$ cat src/design/dsrm_pkg.sv
// dsrm_pkg: shared sizes, payload structs, command and state types
// for the domain suffix rule matcher; no dependencies
package dsrm_pkg;

  localparam int RULE_SLOTS = 16;
  localparam int MAX_DOMAIN = 256;

  localparam int RIDX_W = (RULE_SLOTS > 1) ? $clog2(RULE_SLOTS) : 1;
  localparam int POS_W  = $clog2(MAX_DOMAIN);
  localparam int TOK_W  = $clog2(MAX_DOMAIN + 1);
  localparam int CNT_W  = $clog2(RULE_SLOTS + 1);

  localparam int FIFO_DEPTH = 4;
  localparam int FIFO_AW    = $clog2(FIFO_DEPTH);

  localparam logic [1:0] REQ_CLEAR  = 2'd0;
  localparam logic [1:0] REQ_LIST   = 2'd1;
  localparam logic [1:0] REQ_DOMAIN = 2'd2;

  localparam logic RESULT_LIST    = 1'b0;
  localparam logic RESULT_VERDICT = 1'b1;

  localparam logic [7:0] CH_COMMA = 8'h2c;
  localparam logic [7:0] CH_SPACE = 8'h20;
  localparam logic [7:0] CH_TAB   = 8'h09;

  typedef struct packed {
    logic [1:0] req_type;
    logic [7:0] char_byte;
    logic       is_last;
  } in_item_t;

  typedef struct packed {
    logic       result_kind;
    logic       matched;
    logic [6:0] rules_held;
  } out_item_t;

  typedef enum logic [1:0] {
    OP_CLEAR,
    OP_LIST,
    OP_DOMAIN
  } op_t;

  typedef struct packed {
    op_t        op;
    logic [7:0] ch;
    logic       last;
  } cmd_t;

  typedef struct packed {
    logic valid;
    cmd_t cmd;
  } fifo_rd_t;

  typedef enum logic [2:0] {
    BK_IDLE,
    BK_LEN,
    BK_RD,
    BK_CMP,
    BK_OUT
  } bk_state_t;

  function automatic logic [7:0] fold_lower(input logic [7:0] c);
    if (c >= 8'h41 && c <= 8'h5a) begin
      return c + 8'd32;
    end
    return c;
  endfunction

endpackage

$ cat src/design/dsrm_front.sv
// dsrm_front: accepts input beats, classifies the request and folds rule text
// depends on dsrm_pkg
module dsrm_front (
  input  logic               in_valid,
  output logic               in_ready,
  input  dsrm_pkg::in_item_t in_data,
  input  logic               fifo_full,
  output logic               push,
  output dsrm_pkg::cmd_t     push_cmd
);

  logic known;

  always_comb begin
    known         = 1'b1;
    push_cmd.op   = dsrm_pkg::OP_CLEAR;
    push_cmd.ch   = in_data.char_byte;
    push_cmd.last = in_data.is_last;
    unique case (in_data.req_type)
      dsrm_pkg::REQ_CLEAR:  push_cmd.op = dsrm_pkg::OP_CLEAR;
      dsrm_pkg::REQ_LIST: begin
        push_cmd.op = dsrm_pkg::OP_LIST;
        push_cmd.ch = dsrm_pkg::fold_lower(in_data.char_byte);
      end
      dsrm_pkg::REQ_DOMAIN: push_cmd.op = dsrm_pkg::OP_DOMAIN;
      default:              known = 1'b0;
    endcase
  end

  // unused request codes are taken and dropped
  assign in_ready = !fifo_full;
  assign push     = in_valid && !fifo_full && known;

endmodule

$ cat config.mk
export PLATFORM = sky130hd
export DESIGN_NAME = dsrm_front
export DESIGN_NICKNAME = d
export VERILOG_FILES = /design/src/design/dsrm_pkg.sv /design/src/design/dsrm_front.sv
export SDC_FILE = /design/constraint.sdc
export NUM_CORES = 1
export LEC_CHECK = 0
export BUFFER_PORTS_ARGS = -buffer_cell sky130_fd_sc_hd__buf_2
export CORE_AREA = 2 2 39 41
export DETAILED_ROUTE_END_ITERATION = 8
export DIE_AREA = 0 0 41 43
export GPL_TIMING_DRIVEN = 1
export PLACE_DENSITY = 0.38
export SYNTH_ARGS = -nofsm -noshare
export SYNTH_HDL_FRONTEND = slang
export SYNTH_SLANG_ARGS = --single-unit
$ cat constraint.sdc
create_clock -name vclk -period 4.2
set_clock_uncertainty 0.05 [all_clocks]
set_input_delay 1.05 -clock vclk [all_inputs]
set_output_delay 1.05 -clock vclk [all_outputs]
set_load 0.05 [all_outputs]
==> Implementation_results.wiki <==
{| class="wikitable"
! Metric !! Value
|-
| Status || complete, no violations
|-
| Endpoint, Worst Hold || push_cmd[0]
|-
| Maximum number of pins on one net before global-route repair || 5
|-
| Peak fanout along the critical path || 3
|-
| Total gr overflow || 0
|-
| Post-CTS resize count || 0
|-
| Yosys warning total || 0
|-
| Hold Fails Final Rpt || 0
|-
| Dominant cell by count in the synthesized netlist || buf_4
|-
| Area contributors post-synth || buf_4 (29%), o21bai_1 (9.6%), o221ai_2 (9.6%)
|-
| Area Overhead vs Synth || 60.8%
|-
| Routed via count divided by cell count || roughly 3.5
|-
| Cell Area, Synth || 156 um^2
|-
| Gate Count Post-Synth || 21
|-
| Startpoint of the worst hold path || in_data[0]
|-
| Initial core utilization || 11.3%
|-
| PD cells || 170 nW/um^2
|-
| Crit share post-route || 81.9%
|-
| Sequential-to-total area share from yosys stat || 0%
|-
| Most numerous cell types in the synthesized netlist || buf_4 (6), nand2_1 (2), nor2b_1 (2), o21bai_1 (2)
|-
| Num rows || 14
|-
| Placed wire-length estimate after detailed placement || 426 um
|-
| Setup TNS || 0 ns
|-
| Data arrival time of the worst path || 2.34 ns
|-
| Wire length of the first global-routing pass || 738 um
|-
| Standard cell core area || 1380 um^2
|-
| Drt total wl || about 460 um
|-
| Worst Tran Pin Value || 0.253 ns
|-
| Required time at the worst-slack endpoint || around 3.1 ns
|-
| Type of the tightest min-delay check || in2out
|-
| Vias in the first global route || roughly 190
|-
| Post-detailed-route wirelength per cell || 8.36 um
|-
| Fmax || 291 MHz
|-
| Die width || between 40 and 50 um
|-
| Maximum vdd drop || approximately 0.030 mV
|-
| Antenna Violating Nets Remaining || 0
|-
| Share of the synthesized area in the top cell type || 28.8%
|-
| Worst Setup SP || in_data[4]
|-
| IO Port Bufs || 24
|-
| GRT Overall Usage || 5.69%
|-
| Post-synthesis net count || 35
|-
| Kind of cell with the highest combined delay on the critical path || simple AND/OR/NAND/NOR gates
|-
| Count of hold buffers inserted by post-cts repair || 0
|-
| Number of antenna violations at the first check in global routing || 0
|-
| Cell Chain, Critical Path || buf_2 > or4_1 > o221ai_2 > o41a_2 > buf_2
|-
| Sort of element at the end of the critical path || output port
|-
| Delay contributed by the slowest stage of the critical path || 0.55 ns
|-
| Hold depth || 0
|-
| Worst rel slew slack || a little over four fifths
|-
| Clk_buf instances || 0
|-
| Syn Area/Cell || 7.45 um^2
|-
| Height of the die || 43 um
|-
| Layout cell share with drive strength beyond 1 || 66.7%
|-
| Smallest hold slack || 2.05 ns
|-
| Utilization of the core after routing || 18.2%
|-
| Most frequent CP cell || buf_2
|-
| Area used by sequential logic in the layout || 0 um^2
|-
| Final Setup Violations || 0
|-
| First-pass DRT Iterations || 2
|-
| Kind of launch point of the worst setup path || input pin
|-
| Dominant cell type by area after synthesis || buf_4
|-
| Minimum period implied by the final worst setup slack || around 3.4 ns
|-
| Post-layout nets || 55
|-
| Cell Count, Final, Fillers Out || between 50 and 60
|-
| Post-CTS Setup Bufs || 0
|-
| Total number of vias || 191
|-
| Drc violations || 0
|-
| Setup repair after global routing missed its margin || no
|-
| RePlAce Congestion || 0.624
|-
| Crit path buf inv count || 2
|-
| Post-Place Cells || 55
|-
| Number of antenna repair diodes || 0
|-
| Maximum capacitance violations || 0
|-
| Ports placed on the boundary || 26
|-
| Layout sequential cell count || 0
|-
| Power consumption || between 40 and 50 uW
|-
| Worst setup path category || in2out
|-
| Slowest library cell on the worst path || or4_1
|-
| Count of different cell masters after synthesis || 13
|-
| Initial drt markers || 2
|-
| Max-slew violation count || 0
|-
| Filler cell count in the final layout || 162
|-
| Static leakage || 0.000137 uW
|-
| Die Footprint || ~1800 um^2
|}
[report_power, final]
part	internal [uW]	leakage (uW)	total, uW	switching, uW
combinational	11.7	0.000137	42.7	30.9
clock	0	0	0	0
sequential	0	0	0	0
[through the flow]
step                setup WS [ns]  cell area (um^2)
floorplan                   0.228               156
global placement            0.775               251
detailed placement          0.771               251
CTS                         0.761               251
global route                0.696               251
finish                      0.760               251
[cells in the final DEF, fill, tap and decap left out, drive strengths merged]
cell type / count
nor2b: 2
o41a: 1
or4: 1
buf: 24
nand2: 2
and3: 1
o21bai: 2
nand3b: 1
a21oi: 1
ha: 1
nand2b: 1
inv: 1
o221ai: 1
[layer usage]
layer  global-route usage [%]  share of wire [%]
met1                     7.28                 42
met2                     10.3                 46
met3                        0                 12
met4                    0.667                  0
met5                        0                  0
[kinds of logic (layout without fill, tap and decap cells)]
family | Yosys count | after routing | share of synthesized area [%]
compound gates | 5 | 5 | 30.4
simple gates | 8 | 8 | 30.4
buf+inv | 7 | 25 | 31.2
fa+ha+maj | 1 | 1 | 8.00
[worst max path at each step]
stage / to / cells after the start / slack (ns)
6_report: push_cmd[7] / 5 / 0.76
5_1_grt: push_cmd[7] / 5 / 0.70
4_1_cts: push_cmd[7] / 5 / 0.76
3_5_place_dp: push_cmd[7] / 5 / 0.77
3_3_place_gp: push_cmd[7] / 5 / 0.77
2_1_floorplan: push_cmd[6] / 3 / 0.23
[area by class of cell]
type | instances | area [um^2] | area share [%]
Timing Repair Buffer | 24 | 120 | 47.8
Multi-Input combinational cell | 14 | 108 | 42.8
Tap cell | 16 | 20.0 | 7.96
Inverter | 1 | 3.75 | 1.49
Power figures use the tool's default switching activity.
