--- src/design/dsrm_pkg.sv ---
// dsrm_pkg: shared sizes, payload structs, command and state types
// for the domain suffix rule matcher; no dependencies
package dsrm_pkg;

  localparam int RULE_SLOTS = 16;
  localparam int MAX_DOMAIN = 256;

  localparam int RIDX_W = (RULE_SLOTS > 1) ? $clog2(RULE_SLOTS) : 1;
  localparam int POS_W  = $clog2(MAX_DOMAIN);
  localparam int TOK_W  = $clog2(MAX_DOMAIN + 1);
  localparam int CNT_W  = $clog2(RULE_SLOTS + 1);

  localparam int FIFO_DEPTH = 4;
  localparam int FIFO_AW    = $clog2(FIFO_DEPTH);

  localparam logic [1:0] REQ_CLEAR  = 2'd0;
  localparam logic [1:0] REQ_LIST   = 2'd1;
  localparam logic [1:0] REQ_DOMAIN = 2'd2;

  localparam logic RESULT_LIST    = 1'b0;
  localparam logic RESULT_VERDICT = 1'b1;

  localparam logic [7:0] CH_COMMA = 8'h2c;
  localparam logic [7:0] CH_SPACE = 8'h20;
  localparam logic [7:0] CH_TAB   = 8'h09;

  typedef struct packed {
    logic [1:0] req_type;
    logic [7:0] char_byte;
    logic       is_last;
  } in_item_t;

  typedef struct packed {
    logic       result_kind;
    logic       matched;
    logic [6:0] rules_held;
  } out_item_t;

  typedef enum logic [1:0] {
    OP_CLEAR,
    OP_LIST,
    OP_DOMAIN
  } op_t;

  typedef struct packed {
    op_t        op;
    logic [7:0] ch;
    logic       last;
  } cmd_t;

  typedef struct packed {
    logic valid;
    cmd_t cmd;
  } fifo_rd_t;

  typedef enum logic [2:0] {
    BK_IDLE,
    BK_LEN,
    BK_RD,
    BK_CMP,
    BK_OUT
  } bk_state_t;

  function automatic logic [7:0] fold_lower(input logic [7:0] c);
    if (c >= 8'h41 && c <= 8'h5a) begin
      return c + 8'd32;
    end
    return c;
  endfunction

endpackage

--- src/design/dsrm_fifo.sv ---
// dsrm_fifo: short command queue between front and back
// depends on dsrm_pkg
module dsrm_fifo (
  input  logic               clk,
  input  logic               rst_n,
  input  logic               push,
  input  dsrm_pkg::cmd_t     push_cmd,
  output logic               full,
  input  logic               pop,
  output dsrm_pkg::fifo_rd_t rd
);

  dsrm_pkg::cmd_t                   slot_r [dsrm_pkg::FIFO_DEPTH];
  logic [dsrm_pkg::FIFO_AW-1:0]     wp_r, wp_nxt, rp_r, rp_nxt;
  logic [dsrm_pkg::FIFO_AW:0]       cnt_r, cnt_nxt;

  always_comb begin
    wp_nxt  = push ? wp_r + 1'b1 : wp_r;
    rp_nxt  = pop ? rp_r + 1'b1 : rp_r;
    cnt_nxt = cnt_r + (dsrm_pkg::FIFO_AW+1)'(push) - (dsrm_pkg::FIFO_AW+1)'(pop);
  end

  always_ff @(posedge clk) begin
    if (!rst_n) begin
      wp_r  <= '0;
      rp_r  <= '0;
      cnt_r <= '0;
    end else begin
      wp_r  <= wp_nxt;
      rp_r  <= rp_nxt;
      cnt_r <= cnt_nxt;
    end
  end

  always_ff @(posedge clk) begin
    if (push) begin
      slot_r[wp_r] <= push_cmd;
    end
  end

  assign full     = (cnt_r == (dsrm_pkg::FIFO_AW+1)'(dsrm_pkg::FIFO_DEPTH));
  assign rd.valid = (cnt_r != '0);
  assign rd.cmd   = slot_r[rp_r];

endmodule

--- config.mk ---
export PLATFORM = sky130hd
export DESIGN_NAME = dsrm_fifo
export DESIGN_NICKNAME = d
export VERILOG_FILES = /design/src/design/dsrm_pkg.sv /design/src/design/dsrm_fifo.sv
export SDC_FILE = /design/constraint.sdc
export NUM_CORES = 1
export LEC_CHECK = 0
export ABC_CLOCK_PERIOD_IN_PS = 4400
export BUFFER_PORTS_ARGS = -buffer_cell sky130_fd_sc_hd__buf_2
export CAP_MARGIN = 0
export CORE_ASPECT_RATIO = 1.5
export CORE_MARGIN = 4
export CORE_UTILIZATION = 35
export CTS_CLUSTER_SIZE = 8
export DETAILED_ROUTE_END_ITERATION = 7
export PLACE_DENSITY = 0.52
export SLEW_MARGIN = 30
export SYNTH_ARGS = -nofsm -noshare
export SYNTH_HDL_FRONTEND = slang
export SYNTH_SLANG_ARGS = --single-unit
--- constraint.sdc ---
create_clock -name clk -period 4.4 [get_ports clk]
set_input_delay 0.22 -clock clk [delete_from_list [all_inputs] [get_ports clk]]
set_output_delay 0.22 -clock clk [all_outputs]
set_load 0.03 [all_outputs]
==> out/qor.csv <==
stage;metric;value;unit
clock_tree;post_cts_buffers;0;
min_path;hp-class;input pin to flip-flop;
route;first_pass_iters;4;
route;wl_met2;1750;um
route;drtAntennaViolNets;0;
power_and_ir_drop;power.density;457;nW/um2
timing;setup_violations;0;
route;routedWlPerCell;15.8;um
timing;period_share;48.7;%
timing;relSlewSlack;49.7;%
critical_path;cp_slowest_cell;dfxtp_1;
critical_path;critical_path.startpoint_type;flip-flop;
synth;synth_cell_types;19;
critical_path;worstPathCellList;mux4_1, buf_2;
timing;clock_skew;0.00553;ns
finish;n_antenna_cell;0;
synth;yosys_warnings;0;
route;drc_errors;0;
die;die_x;70.2;um
route;postRouteWirelength;3200;um
critical_path;cp.arrival;1.92;ns
clock_tree;clkSlewWorstSetupHoldPaths;0.09;ns
power_and_ir_drop;finalPower;1.07;mW
finish;layout-drive-gt1-share;33.1;%
timing;finalWorstPathRequiredPeriod;2.14;ns
clock_tree;cts_hold_buf;0;
status;outcome;completed;
clock_tree;cts-resized-gates;0;
critical_path;critPathMaxFanout;11;
die;core_area;5530;um2
power_and_ir_drop;power_leakage;0.843;nW
critical_path;cp_data_required_time;4.18;ns
synth;netlist_area;2030;um2
job;drv_cap;0;
power_and_ir_drop;ir_drop;201;uV
clock_tree;clock_latency;0.29;ns
critical_path;max_stage_delay;0.82;ns
timing;fmax;466;MHz
clock_tree;cts_made_buffers;5;
global_route;grt_pass1_wl;5380;um
critical_path;end_kind;output pin;
placement;gp_congestion;0.693;
route;wl_met3;134;um
critical_path;crit_family;flip-flops;
global_route;antenna_found_initial;0;
clock_tree;clockBufferDepth;2;
critical_path;reg2reg_from;cnt_r[0];
die;num_rows;33;
die;die-area;7120;um2
finish;seq_area;1500;um2
route;wl_met1;1230;um
finish;final_util;42.4;%
synth;syn_area_per_cell;20.3;um2
clock_tree;cts_tree;yes;
placement;portBuffers;27;
timing;hold_viol_final;0;
global_route;grt_use_total;10.2;%
route;topRoutingLayerUsed;met4;
die;pin_count;28;
timing;drv_slew;0;
placement;place_ws;2.51;ns
global_route;grt_max_degree;16;
route;post_drt_via_cell_ratio;4.75;
placement;post-dp-hpwl;2270;um
finish;n_fill_cell;516;
finish;final_cell_mix;44 x edfxtp_1, 27 x buf_2, 10 x mux4_2;
die;initial_core_util;36.7;%
finish;fin_nets;154;
route;drt_first_iter_violations;63;
clock_tree;ctsRootBufferMaster;clkbuf_8;
timing;setup_slack;2.26;ns
clock_tree;cts.sink_count;53;
critical_path;path_class;flip-flop to output pin;
min_path;min_from;push_cmd[3];
global_route;grt-ovfl-total;0;
timing;worstMarginPinSlew;0.753;ns
synth;synth_nets;122;
synth;syn_inst;100;
route;vias;964;
synth;ys_ff_latch;53;
timing;finalSetupTns;0;ns
die;die_y;101;um
global_route;grt_pass1_vias;1092;
clock_tree;htree_num_levels;2;
finish;layout.cells.most_common;edfxtp_1;
timing;grt_setup_unrepaired;no;
finish;multi_input_area;489;um2
synth;synth_seq_area_share;73.8;%
finish;area_growth;15.4;%
critical_path;path_buf_inv;1;
==> flip-flops by register name (all words and copies together) (netlist names), named ones only <==
name,count
slot_r,44
cnt_r,3
rp_r,2
wp_r,2
==> final timing paths <==
path,depth (start not counted),slack (ns),end
worst max-delay path,2,2.26,rd[10]
worst min-delay path,1,0.13,slot_r[1][3]
worst max register to register,7,2.62,cnt_r[2]
worst min register to register,2,0.56,wp_r[0]
==> cells in the mapped netlist <==
master | count | share of area [%]
inv_1 | 7 | 1.3
buf_6 | 1 | 0.55
and2_1 | 6 | 1.8
mux2i_1 | 1 | 0.49
edfxtp_1 | 44 | 65
dfxtp_1 | 9 | 8.9
nand3b_1 | 1 | 0.37
buf_2 | 1 | 0.25
a21bo_2 | 1 | 0.49
mux4_1 | 1 | 1.3
ha_1 | 6 | 3.7
mux4_2 | 10 | 11
xor3_1 | 1 | 1.2
and3_1 | 1 | 0.31
a21oi_1 | 1 | 0.25
fa_1 | 1 | 0.98
nor2_1 | 5 | 0.92
xnor2_1 | 2 | 0.86
or3_1 | 1 | 0.31
==> cells by family (layout without fill, tap and decap cells) <==
| kind of cell | Yosys count | after routing | share of synthesized area (%) |
|---|---|---|---|
| DFF | 53 | 53 | 73.8 |
| AOI/OAI and AO/OA | 2 | 2 | 0.738 |
| buffers and inverters | 9 | 42 | 2.09 |
| adders and majority gates | 7 | 7 | 4.68 |
| muxes | 12 | 12 | 12.9 |
| and+or+nand+nor | 14 | 14 | 3.75 |
| xor gates and xnor gates | 3 | 3 | 2.03 |
==> power breakdown <==
group          switching (mW)  internal, mW  total (mW)
Combinational          0.0928        0.0723       0.165
Clock                   0.142         0.168       0.310
Sequential             0.0210         0.576       0.597
Total                   0.256         0.816        1.07
==> layout make-up <==
class	count	share of cell area, %
inverter	7	1.12
tap	70	3.73
clock inverter	2	1.44
timing repair buffer	27	5.76
sequential	53	64.0
multi-input combinational	38	20.9
clock buffer	6	3.09
==> stage by stage <==
step,instance area [um2],instances,hold WS (ns)
3_5_place_dp,2240,195,0.438
5_1_grt,2350,203,0.113
6_report,2350,203,0.131
4_1_cts,2350,203,0.123
3_3_place_gp,2240,195,0.431
2_1_floorplan,2030,100,0.319
==> metal layers <==
| metal | vias to the layer above | global-route usage [%] |
|---|---|---|
| li1 | 446 | - |
| met3 | 7 | 3.08 |
| met4 | 0 | 5.01 |
| met2 | 24 | 18.3 |
| met1 | 487 | 10.9 |
| met5 | - | 0 |
(Power assumes the default switching activity.)
